## src/rtl/sbc_pkg.sv

```systemverilog
// ----------------------------------------------------------------------------
// sbc_pkg
// Shared widths, reset values and codes of the sensor baseline calibrator.
// ----------------------------------------------------------------------------
package sbc_pkg;

	localparam int SBC_WINDOW = 16;

	localparam int OP_W     = 2;
	localparam int ADC_W    = 10;
	localparam int FACTOR_W = 40;
	localparam int LOAD_W   = 20;
	localparam int RES_W    = 32;
	localparam int SUM_W    = 36;
	localparam int AVG_W    = 40;
	localparam int CFG_W    = 40;
	localparam int CFG_IDX_W = 1;

	localparam int DIV_W   = SUM_W + 8;
	localparam int DVSR_W  = ADC_W;
	localparam int CNT_W   = 6;

	localparam logic [FACTOR_W-1:0] FACTOR_RESET = FACTOR_W'(64'd1024000000);
	localparam logic [LOAD_W-1:0]   LOAD_RESET   = LOAD_W'(32'd1000000);

	localparam logic [OP_W-1:0] OP_STEP    = 2'd0;
	localparam logic [OP_W-1:0] OP_RESTART = 2'd1;
	localparam logic [OP_W-1:0] OP_CANCEL  = 2'd2;

	localparam logic [CFG_IDX_W-1:0] REG_SUPPLY_FACTOR = 1'b0;
	localparam logic [CFG_IDX_W-1:0] REG_LOAD_RES      = 1'b1;

endpackage

```

## src/rtl/sbc_ram.sv

```systemverilog
// ----------------------------------------------------------------------------
// sbc_ram
// Generic single write port, single read port RAM with registered read data.
// ----------------------------------------------------------------------------
module sbc_ram #(
	parameter int WIDTH = 32,
	parameter int DEPTH = 16
) (
	input  logic                     clk,
	input  logic                     we,
	input  logic [$clog2(DEPTH)-1:0] waddr,
	input  logic [WIDTH-1:0]         wdata,
	input  logic [$clog2(DEPTH)-1:0] raddr,
	output logic [WIDTH-1:0]         rdata
);

	logic [WIDTH-1:0] mem_q [DEPTH];

	always_ff @(posedge clk) begin
		if (we) begin
			mem_q[waddr] <= wdata;
		end
		rdata <= mem_q[raddr];
	end

endmodule

```

## src/rtl/sensor_baseline_calibrator.sv

```systemverilog
// ----------------------------------------------------------------------------
// sensor_baseline_calibrator
// Converts converter samples to sensor resistance with a bit-serial divider,
// keeps a moving window sum and latches the average as baseline once two
// consecutive window averages agree.
// ----------------------------------------------------------------------------
// A step item runs the serial divider for the resistance, and runs it once more for an
// average over a window that is not a power of two; a zero sample skips the resistance
// division, and restart, cancel and code 3 go straight to the output. The serial divider
// makes one quotient bit per cycle.
// Input is ready again in the cycle after each result is loaded, so no new item is taken
// before the last one is through. Reset clears calibration state and loads the registers.
module sensor_baseline_calibrator
	import sbc_pkg::*;
#(
	parameter int WINDOW = SBC_WINDOW
) (
	input  logic                 clk,
	input  logic                 arst_n,

	input  logic                 cfg_write,
	input  logic [CFG_IDX_W-1:0] cfg_index,
	input  logic [CFG_W-1:0]     cfg_data,

	input  logic                 in_valid,
	output logic                 in_ready,
	input  logic [OP_W-1:0]      operation,
	input  logic [ADC_W-1:0]     adc_sample,

	output logic                 out_valid,
	input  logic                 out_ready,
	output logic [RES_W-1:0]     resistance,
	output logic                 window_full,
	output logic [AVG_W-1:0]     average_x256,
	output logic                 finished,
	output logic [AVG_W-1:0]     baseline_x256
);

	localparam int  POS_W    = $clog2(WINDOW);
	localparam int  WIN_LOG  = $clog2(WINDOW);
	localparam bit  WIN_POW2 = ((WINDOW & (WINDOW - 1)) == 0);

	typedef enum logic [2:0] {
		S_IDLE,
		S_DIV,
		S_RES,
		S_SUM,
		S_AVG,
		S_ADIV,
		S_OUT
	} state_t;

	state_t state_q;

	logic [FACTOR_W-1:0] factor_q;
	logic [LOAD_W-1:0]   load_q;

	logic [DIV_W-1:0]  div_d_q;
	logic [DVSR_W-1:0] div_r_q;
	logic [DVSR_W-1:0] div_v_q;
	logic [CNT_W-1:0]  div_cnt_q;
	logic              zero_q;

	logic [RES_W-1:0] res_q;
	logic [SUM_W-1:0] sum_q;
	logic [SUM_W-1:0] prev_q;
	logic [POS_W-1:0] pos_q;
	logic             filled_q;
	logic [AVG_W-1:0] avg_q;
	logic             base_hit_q;
	logic             bvalid_q;
	logic [AVG_W-1:0] bavg_q;

	logic [RES_W-1:0] ram_rdata;
	logic             ram_we;

	logic [DVSR_W:0]   trial;
	logic              trial_ge;
	logic [DVSR_W:0]   trial_diff;
	logic [DVSR_W-1:0] div_r_next;
	logic [DIV_W-1:0]  div_d_next;

	logic [FACTOR_W-1:0] quot;
	logic [FACTOR_W-1:0] quot_less;
	logic [RES_W-1:0]    res_calc;

	logic [RES_W-1:0] old_entry;
	logic [SUM_W-1:0] sum_next;
	logic             last_pos;
	logic             filled_next;

	logic [DIV_W-1:0] avg_shifted;
	logic             out_free;

	always_comb begin
		trial      = {div_r_q, div_d_q[DIV_W-1]};
		trial_ge   = trial >= {1'b0, div_v_q};
		trial_diff = trial - {1'b0, div_v_q};
		div_r_next = trial_ge ? trial_diff[DVSR_W-1:0] : trial[DVSR_W-1:0];
		div_d_next = {div_d_q[DIV_W-2:0], trial_ge};
	end

	always_comb begin
		quot      = div_d_q[FACTOR_W-1:0];
		quot_less = quot - {{(FACTOR_W-LOAD_W){1'b0}}, load_q};
		if (zero_q) begin
			res_calc = '1;
		end else if (quot < {{(FACTOR_W-LOAD_W){1'b0}}, load_q}) begin
			res_calc = '0;
		end else if (quot_less[FACTOR_W-1:RES_W] != '0) begin
			res_calc = '1;
		end else begin
			res_calc = quot_less[RES_W-1:0];
		end
	end

	always_comb begin
		old_entry   = filled_q ? ram_rdata : '0;
		sum_next    = sum_q - {{(SUM_W-RES_W){1'b0}}, old_entry}
		              + {{(SUM_W-RES_W){1'b0}}, res_q};
		last_pos    = (pos_q == POS_W'(WINDOW - 1));
		filled_next = filled_q | last_pos;
		avg_shifted = {sum_q, 8'b0} >> WIN_LOG;
		ram_we      = (state_q == S_SUM);
		out_free    = !out_valid || out_ready;
	end

	assign in_ready = (state_q == S_IDLE);

	sbc_ram #(
		.WIDTH(RES_W),
		.DEPTH(WINDOW)
	) u_ring (
		.clk  (clk),
		.we   (ram_we),
		.waddr(pos_q),
		.wdata(res_q),
		.raddr(pos_q),
		.rdata(ram_rdata)
	);

	always_ff @(posedge clk or negedge arst_n) begin
		if (!arst_n) begin
			factor_q <= FACTOR_RESET;
			load_q   <= LOAD_RESET;
		end else if (cfg_write) begin
			unique case (cfg_index)
				REG_SUPPLY_FACTOR: factor_q <= cfg_data[FACTOR_W-1:0];
				REG_LOAD_RES:      load_q   <= cfg_data[LOAD_W-1:0];
				default: ;
			endcase
		end
	end

	always_ff @(posedge clk or negedge arst_n) begin
		if (!arst_n) begin
			state_q    <= S_IDLE;
			sum_q      <= '0;
			prev_q     <= '0;
			pos_q      <= '0;
			filled_q   <= 1'b0;
			bvalid_q   <= 1'b0;
			base_hit_q <= 1'b0;
			out_valid  <= 1'b0;
		end else begin
			if (out_valid && out_ready && state_q != S_OUT) begin
				out_valid <= 1'b0;
			end
			unique case (state_q)
				S_IDLE: begin
					if (in_valid) begin
						res_q      <= '0;
						zero_q     <= (adc_sample == '0);
						base_hit_q <= 1'b0;
						div_d_q    <= {factor_q, {(DIV_W-FACTOR_W){1'b0}}};
						div_r_q    <= '0;
						div_v_q    <= adc_sample;
						div_cnt_q  <= CNT_W'(FACTOR_W);
						priority if (operation == OP_STEP) begin
							state_q <= (adc_sample == '0) ? S_RES : S_DIV;
						end else if (operation == OP_RESTART) begin
							sum_q    <= '0;
							prev_q   <= '0;
							pos_q    <= '0;
							filled_q <= 1'b0;
							bvalid_q <= 1'b0;
							state_q  <= S_OUT;
						end else if (operation == OP_CANCEL) begin
							bvalid_q <= 1'b0;
							state_q  <= S_OUT;
						end else begin
							state_q <= S_OUT;
						end
					end
				end
				S_DIV: begin
					div_d_q   <= div_d_next;
					div_r_q   <= div_r_next;
					div_cnt_q <= div_cnt_q - 1'b1;
					if (div_cnt_q == CNT_W'(1)) begin
						state_q <= S_RES;
					end
				end
				S_RES: begin
					res_q   <= res_calc;
					state_q <= S_SUM;
				end
				S_SUM: begin
					sum_q    <= sum_next;
					pos_q    <= last_pos ? '0 : pos_q + 1'b1;
					filled_q <= filled_next;
					if (filled_next) begin
						base_hit_q <= (sum_next == prev_q) && (sum_next != '0);
						prev_q     <= sum_next;
					end
					state_q <= S_AVG;
				end
				S_AVG: begin
					if (WIN_POW2) begin
						avg_q <= avg_shifted[AVG_W-1:0];
						if (base_hit_q) begin
							bavg_q   <= avg_shifted[AVG_W-1:0];
							bvalid_q <= 1'b1;
						end
						state_q <= S_OUT;
					end else begin
						div_d_q   <= {sum_q, 8'b0};
						div_r_q   <= '0;
						div_v_q   <= DVSR_W'(WINDOW);
						div_cnt_q <= CNT_W'(DIV_W);
						state_q   <= S_ADIV;
					end
				end
				S_ADIV: begin
					div_d_q   <= div_d_next;
					div_r_q   <= div_r_next;
					div_cnt_q <= div_cnt_q - 1'b1;
					if (div_cnt_q == CNT_W'(1)) begin
						avg_q <= div_d_next[AVG_W-1:0];
						if (base_hit_q) begin
							bavg_q   <= div_d_next[AVG_W-1:0];
							bvalid_q <= 1'b1;
						end
						state_q <= S_OUT;
					end
				end
				S_OUT: begin
					if (out_free) begin
						out_valid     <= 1'b1;
						resistance    <= res_q;
						window_full   <= filled_q;
						average_x256  <= filled_q ? avg_q : '0;
						finished      <= bvalid_q;
						baseline_x256 <= bvalid_q ? bavg_q : '0;
						state_q       <= S_IDLE;
					end
				end
				default: state_q <= S_IDLE;
			endcase
		end
	end

	a_accept_busy: assert property (@(posedge clk) disable iff (!arst_n)
		(in_valid && in_ready) |=> !in_ready)
		else $error("input accepted twice in a row");

	a_empty_sum: assert property (@(posedge clk) disable iff (!arst_n)
		(!filled_q && pos_q == '0) |-> (sum_q == '0))
		else $error("window sum nonzero with empty ring");

	a_base_filled: assert property (@(posedge clk) disable iff (!arst_n)
		bvalid_q |-> filled_q)
		else $error("baseline present before the ring filled");

	a_avg_zero: assert property (@(posedge clk) disable iff (!arst_n)
		(out_valid && !window_full) |-> (average_x256 == '0))
		else $error("average shown for unfilled ring");

	a_base_zero: assert property (@(posedge clk) disable iff (!arst_n)
		(out_valid && !finished) |-> (baseline_x256 == '0))
		else $error("baseline shown while not finished");

endmodule
```

## config.mk

```make
export PLATFORM = sky130hd
export DESIGN_NAME = sensor_baseline_calibrator
export DESIGN_NICKNAME = d
export VERILOG_FILES = /design/src/rtl/sbc_pkg.sv /design/src/rtl/sbc_ram.sv /design/src/rtl/sensor_baseline_calibrator.sv
export SDC_FILE = /design/constraint.sdc
export NUM_CORES = 1
export LEC_CHECK = 0
export ABC_AREA = 1
export BUFFER_PORTS_ARGS = -buffer_cell sky130_fd_sc_hd__buf_2
export CAP_MARGIN = 40
export CORE_MARGIN = 5
export CORE_UTILIZATION = 50
export DETAILED_ROUTE_END_ITERATION = 6
export PLACE_DENSITY = 0.68
export SYNTH_ARGS = -nofsm -noshare
export SYNTH_HDL_FRONTEND = slang
export SYNTH_SLANG_ARGS = --single-unit
export TNS_END_PERCENT = 10
```

## constraint.sdc

```tcl
create_clock -name clk -period 19.46 [get_ports clk]
set_input_delay 3.892 -clock clk [delete_from_list [all_inputs] [get_ports clk]]
set_output_delay 3.892 -clock clk [all_outputs]
set_load 0.05 [all_outputs]
```

==> flow_summary.html <==
<table>
<tr><th>Metric</th><th>Value</th></tr>
<tr><th colspan="2">Pwr</th></tr>
<tr><td>Power density over cell area</td><td>167 mW/mm²</td></tr>
<tr><td>Gate power share</td><td>41.7%</td></tr>
<tr><td>NetSw</td><td>3.60 mW</td></tr>
<tr><td>Total power</td><td>8.39 mW</td></tr>
<tr><td>Leakage power</td><td>20.7 nW</td></tr>
<tr><td>Switching part of the total power</td><td>42.9%</td></tr>
<tr><td>Max VDD drop</td><td>0.0000903 V</td></tr>
<tr><td>Sequential power share</td><td>35.8%</td></tr>
<tr><td>P_int</td><td>4.79 mW</td></tr>
<tr><td>Proportion of power drawn by the clock network</td><td>22.5%</td></tr>
<tr><th colspan="2">Die</th></tr>
<tr><td>Die area</td><td>0.0953 mm²</td></tr>
<tr><td>Cell Rows</td><td>109</td></tr>
<tr><td>Vertical extent of the die</td><td>309 µm</td></tr>
<tr><td>Die boundary width</td><td>309 µm</td></tr>
<tr><td>Initial core utilization</td><td>50.4%</td></tr>
<tr><td>Total core area</td><td>0.0885 mm²</td></tr>
<tr><td>Number of primary I/O pins</td><td>174</td></tr>
<tr><th colspan="2">Clocking</th></tr>
<tr><td>Post_cts resized</td><td>0</td></tr>
<tr><td>Clock latency at the later pin of the worst-skew pair</td><td>0.70 ns</td></tr>
<tr><td>Clock Sink Count</td><td>984</td></tr>
<tr><td>Root Driver</td><td>sky130_fd_sc_hd__clkbuf_16</td></tr>
<tr><td>H-tree levels</td><td>3</td></tr>
<tr><td>Number of CTS-inserted buffers</td><td>99</td></tr>
<tr><td>Clock-pin slew reported for the worst setup and hold paths after clock tree synthesis</td><td>0.05 ns</td></tr>
<tr><td>Quantity of hold-fixing buffers added after cts</td><td>0</td></tr>
<tr><td>Clock tree from TritonCTS</td><td>built</td></tr>
<tr><td>Post-CTS setup buffer count</td><td>0</td></tr>
<tr><td>Clock buffer depth</td><td>3</td></tr>
<tr><th colspan="2">Timing</th></tr>
<tr><td>Worst-case headroom to the max-slew limit</td><td>38.3%</td></tr>
<tr><td>RSZ-0062 raised after global routing</td><td>no</td></tr>
<tr><td>Setup-failing EPs final</td><td>0</td></tr>
<tr><td>Setup skew after layout</td><td>0.0457 ns</td></tr>
<tr><td>Final-report max-slew violation count</td><td>0</td></tr>
<tr><td>Hold Violations, Final</td><td>0</td></tr>
<tr><td>Tmin final</td><td>6.00 ns</td></tr>
<tr><td>Fraction of the cycle the final worst path needs</td><td>30.8%</td></tr>
<tr><td>Least-Margin Pin Slew</td><td>0.924 ns</td></tr>
<tr><td>Achievable Freq</td><td>167 MHz</td></tr>
<tr><td>Sum of negative setup slack</td><td>0 ns</td></tr>
<tr><th colspan="2">GRT</th></tr>
<tr><td>Global Route Usage Sum</td><td>24.3%</td></tr>
<tr><td>Global-route wire length before repair</td><td>178 mm</td></tr>
<tr><td>Gr ovfl total</td><td>0</td></tr>
<tr><td>Number of global-route vias before repair</td><td>29800</td></tr>
<tr><td>Fraction of met1 tracks used by global routing</td><td>34.7%</td></tr>
<tr><td>Met3 layer usage reported by global route</td><td>3.66%</td></tr>
<tr><td>Antenna violations before repair</td><td>3</td></tr>
<tr><td>Most crowded layer after global routing</td><td>met2</td></tr>
<tr><td>Met2 Track Usage GR</td><td>39.4%</td></tr>
<tr><td>Largest net degree at the start of global routing</td><td>98</td></tr>
<tr><th colspan="2">Final layout</th></tr>
<tr><td>Commonest cells after routing, fill and taps aside</td><td>1019 x sky130_fd_sc_hd__nand2_1, 809 x sky130_fd_sc_hd__edfxtp_1, 541 x sky130_fd_sc_hd__inv_1, 445 x sky130_fd_sc_hd__o21ai_0, 431 x sky130_fd_sc_hd__nor2_1</td></tr>
<tr><td>Area growth from synthesis to final layout</td><td>12.8%</td></tr>
<tr><td>Leading cell type in the layout, fill and taps excluded</td><td>sky130_fd_sc_hd__nand2_1</td></tr>
<tr><td>Count of nets after finishing</td><td>4652</td></tr>
<tr><td>Proportion of layout cells with a drive suffix above 1</td><td>11.6%</td></tr>
<tr><th colspan="2">Route</th></tr>
<tr><td>Drc violations</td><td>0</td></tr>
<tr><td>Vias after detailed routing</td><td>31200</td></tr>
<tr><td>Wire length per cell</td><td>20.5 µm</td></tr>
<tr><td>Post-Route WL</td><td>118 mm</td></tr>
<tr><td>Per-cell via count in the routed design</td><td>5.43</td></tr>
<tr><td>Number of search-and-repair iterations in the first detailed-routing pass</td><td>5</td></tr>
<tr><td>Post-route antenna net violation count</td><td>0</td></tr>
<tr><td>Count of routing violations after the opening detailed-route iteration</td><td>3031</td></tr>
<tr><th colspan="2">Setup path</th></tr>
<tr><td>Crit path DAT</td><td>6.35 ns</td></tr>
<tr><td>Element type at the critical path end</td><td>flip-flop</td></tr>
<tr><td>CP Launch Type</td><td>input pin</td></tr>
<tr><td>Type of the setup path with the least slack</td><td>input pin to flip-flop</td></tr>
<tr><td>Maximum fanout count along the critical path</td><td>67</td></tr>
<tr><td>Data required time of the critical path</td><td>19.82 ns</td></tr>
<tr><th colspan="2">Synth</th></tr>
<tr><td>Sequential area share after synthesis</td><td>63.9%</td></tr>
<tr><td>Gate Count Post-Synth</td><td>4326</td></tr>
<tr><td>Number of synthesized register bits</td><td>984</td></tr>
<tr><td>Share of async-settable or async-resettable flops after synthesis</td><td>14.5%</td></tr>
<tr><td>Net count after synthesis</td><td>4490</td></tr>
<tr><td>Number of enable flip-flop cells after synthesis</td><td>809</td></tr>
<tr><td>Cell area after technology mapping</td><td>0.0446 mm²</td></tr>
<tr><td>Cell variety after synth</td><td>54</td></tr>
<tr><td>Warnings, synthesis</td><td>0</td></tr>
<tr><td>Synthesized area per cell</td><td>10.3 µm²</td></tr>
<tr><td>Most common flop cell mapped by yosys</td><td>sky130_fd_sc_hd__edfxtp_1</td></tr>
<tr><th colspan="2">Placed design</th></tr>
<tr><td>Dpl hpwl</td><td>77.0 mm</td></tr>
<tr><td>Port buffer count</td><td>173</td></tr>
<tr><td>Gp weighted congestion</td><td>0.937</td></tr>
<tr><th colspan="2">Min path</th></tr>
<tr><td>Worst hold-check path type</td><td>flip-flop to flip-flop</td></tr>
<tr><th colspan="2">Run status</th></tr>
<tr><td>Run status</td><td>complete, no violations</td></tr>
<tr><th colspan="2">Job</th></tr>
<tr><td>Max-Cap Viols</td><td>0</td></tr>
</table>
[routing by layer]
metal / wire length, µm / share of wire [%] / vias to the layer above
li1: - / - / 14900
met1: 50400 / 43 / 15100
met2: 55800 / 47 / 1076
met3: 8410 / 7.1 / 185
met4: 3140 / 2.7 / 2
met5: 17 / 0.014 / -
[critical path: stages]
cell and delay [ns]:
sky130_fd_sc_hd__buf_6 0.47, sky130_fd_sc_hd__inv_1 0.32, sky130_fd_sc_hd__nor3_2 0.23, sky130_fd_sc_hd__buf_4 0.50
sky130_fd_sc_hd__and2_2 0.62, sky130_fd_sc_hd__buf_16 0.24
[registers in the layout, indices dropped and copies added, names as in the netlist, 3 cells and up]
register and cells:
load_q 20, resistance 32, u_ring.mem_q 512, baseline_x256 40, div_r_q 10, bavg_q 40
prev_q 36, factor_q 40, pos_q 4, div_d_q 44, sum_q 36, u_ring.rdata 32
average_x256 40, div_cnt_q 6, avg_q 40, res_q 32, div_v_q 10, state_q 3
[power by group through the flow]
| stage | Combinational (mW) | Sequential, mW | Clock [mW] |
|---|---|---|---|
| 2_1_floorplan | 2.39 | 2.98 | 0 |
| 3_3_place_gp | 3.37 | 3.04 | 0 |
| 3_5_place_dp | 3.44 | 3.05 | 0 |
| 4_1_cts | 3.46 | 3.01 | 1.91 |
| 5_1_grt | 3.91 | 3.03 | 2.00 |
| 6_report | 3.50 | 3.00 | 1.89 |
[metrics by stage]
| step | hold WS, ns | std cells | setup slack [ns] | util (%) | instance area (µm²) |
|---|---|---|---|---|---|
| 6_report | 0.482 | 5740 | 13.46 | 56.9 | 50300 |
| 5_1_grt | 0.484 | 5740 | 13.18 | 56.9 | 50300 |
| 4_1_cts | 0.470 | 5738 | 13.39 | 56.8 | 50300 |
| 3_5_place_dp | 0.471 | 5551 | 12.71 | 53.2 | 47100 |
| 3_3_place_gp | 0.466 | 5536 | 12.64 | 52.8 | 46700 |
| 2_1_floorplan | 0.423 | 4326 | 7.06 | - | 44600 |
[Yosys cell counts, types with 34 or more instances]
| cell | count | share of area [%] |
|---|---|---|
| sky130_fd_sc_hd__nand2_1 | 1021 | 8.6 |
| sky130_fd_sc_hd__o21ai_0 | 445 | 5.0 |
| sky130_fd_sc_hd__dfrtp_1 | 129 | 7.2 |
| sky130_fd_sc_hd__inv_1 | 542 | 4.6 |
| sky130_fd_sc_hd__nand3_1 | 109 | 1.2 |
| sky130_fd_sc_hd__edfxtp_1 | 809 | 54 |
| sky130_fd_sc_hd__nand4_1 | 58 | 0.81 |
| sky130_fd_sc_hd__nor2_1 | 449 | 3.8 |
| sky130_fd_sc_hd__a21oi_1 | 91 | 1.0 |
| sky130_fd_sc_hd__fa_1 | 34 | 1.5 |
| sky130_fd_sc_hd__nand3_2 | 34 | 0.76 |
| sky130_fd_sc_hd__o22ai_1 | 130 | 1.8 |
| sky130_fd_sc_hd__ha_1 | 72 | 2.0 |
| sky130_fd_sc_hd__clkbuf_1 | 140 | 1.2 |
[cells by family after synthesis]
kind of cell	after synthesis	share of synthesized area [%]
AOI/OAI and AO/OA	690	8.24
xor gates and xnor gates	46	0.920
adders and majority gates	106	3.54
buffers and inverters	722	6.28
DFF	984	63.9
muxes	20	0.505
and+or+nand+nor	1758	16.6
[worst paths after layout]
path | startpoint | endpoint | slack (ns) | cells past startpoint
max | arst_n | bavg_q[32] | 13.46 | 6
min | factor_q[2] | factor_q[2] | 0.48 | 2
max reg2reg | res_q[9] | base_hit_q | 15.26 | 21
min reg2reg | factor_q[2] | factor_q[2] | 0.48 | 2
max in group asynchronous | arst_n | prev_q[30] | 15.03 | 3
min in group asynchronous | arst_n | factor_q[13] | 3.22 | 1
[final cells by class]
cell class	instances	area [µm²]
clock buffers	136	2730
fillers	7455	38200
flip-flops and latches	984	28500
clock inverters	51	522
diodes	1	2.50
inverters	553	2080
multi-input cells	2620	13500
repair buffers	230	1530
well taps	1165	1460
Power figures use the tool's default switching activity.
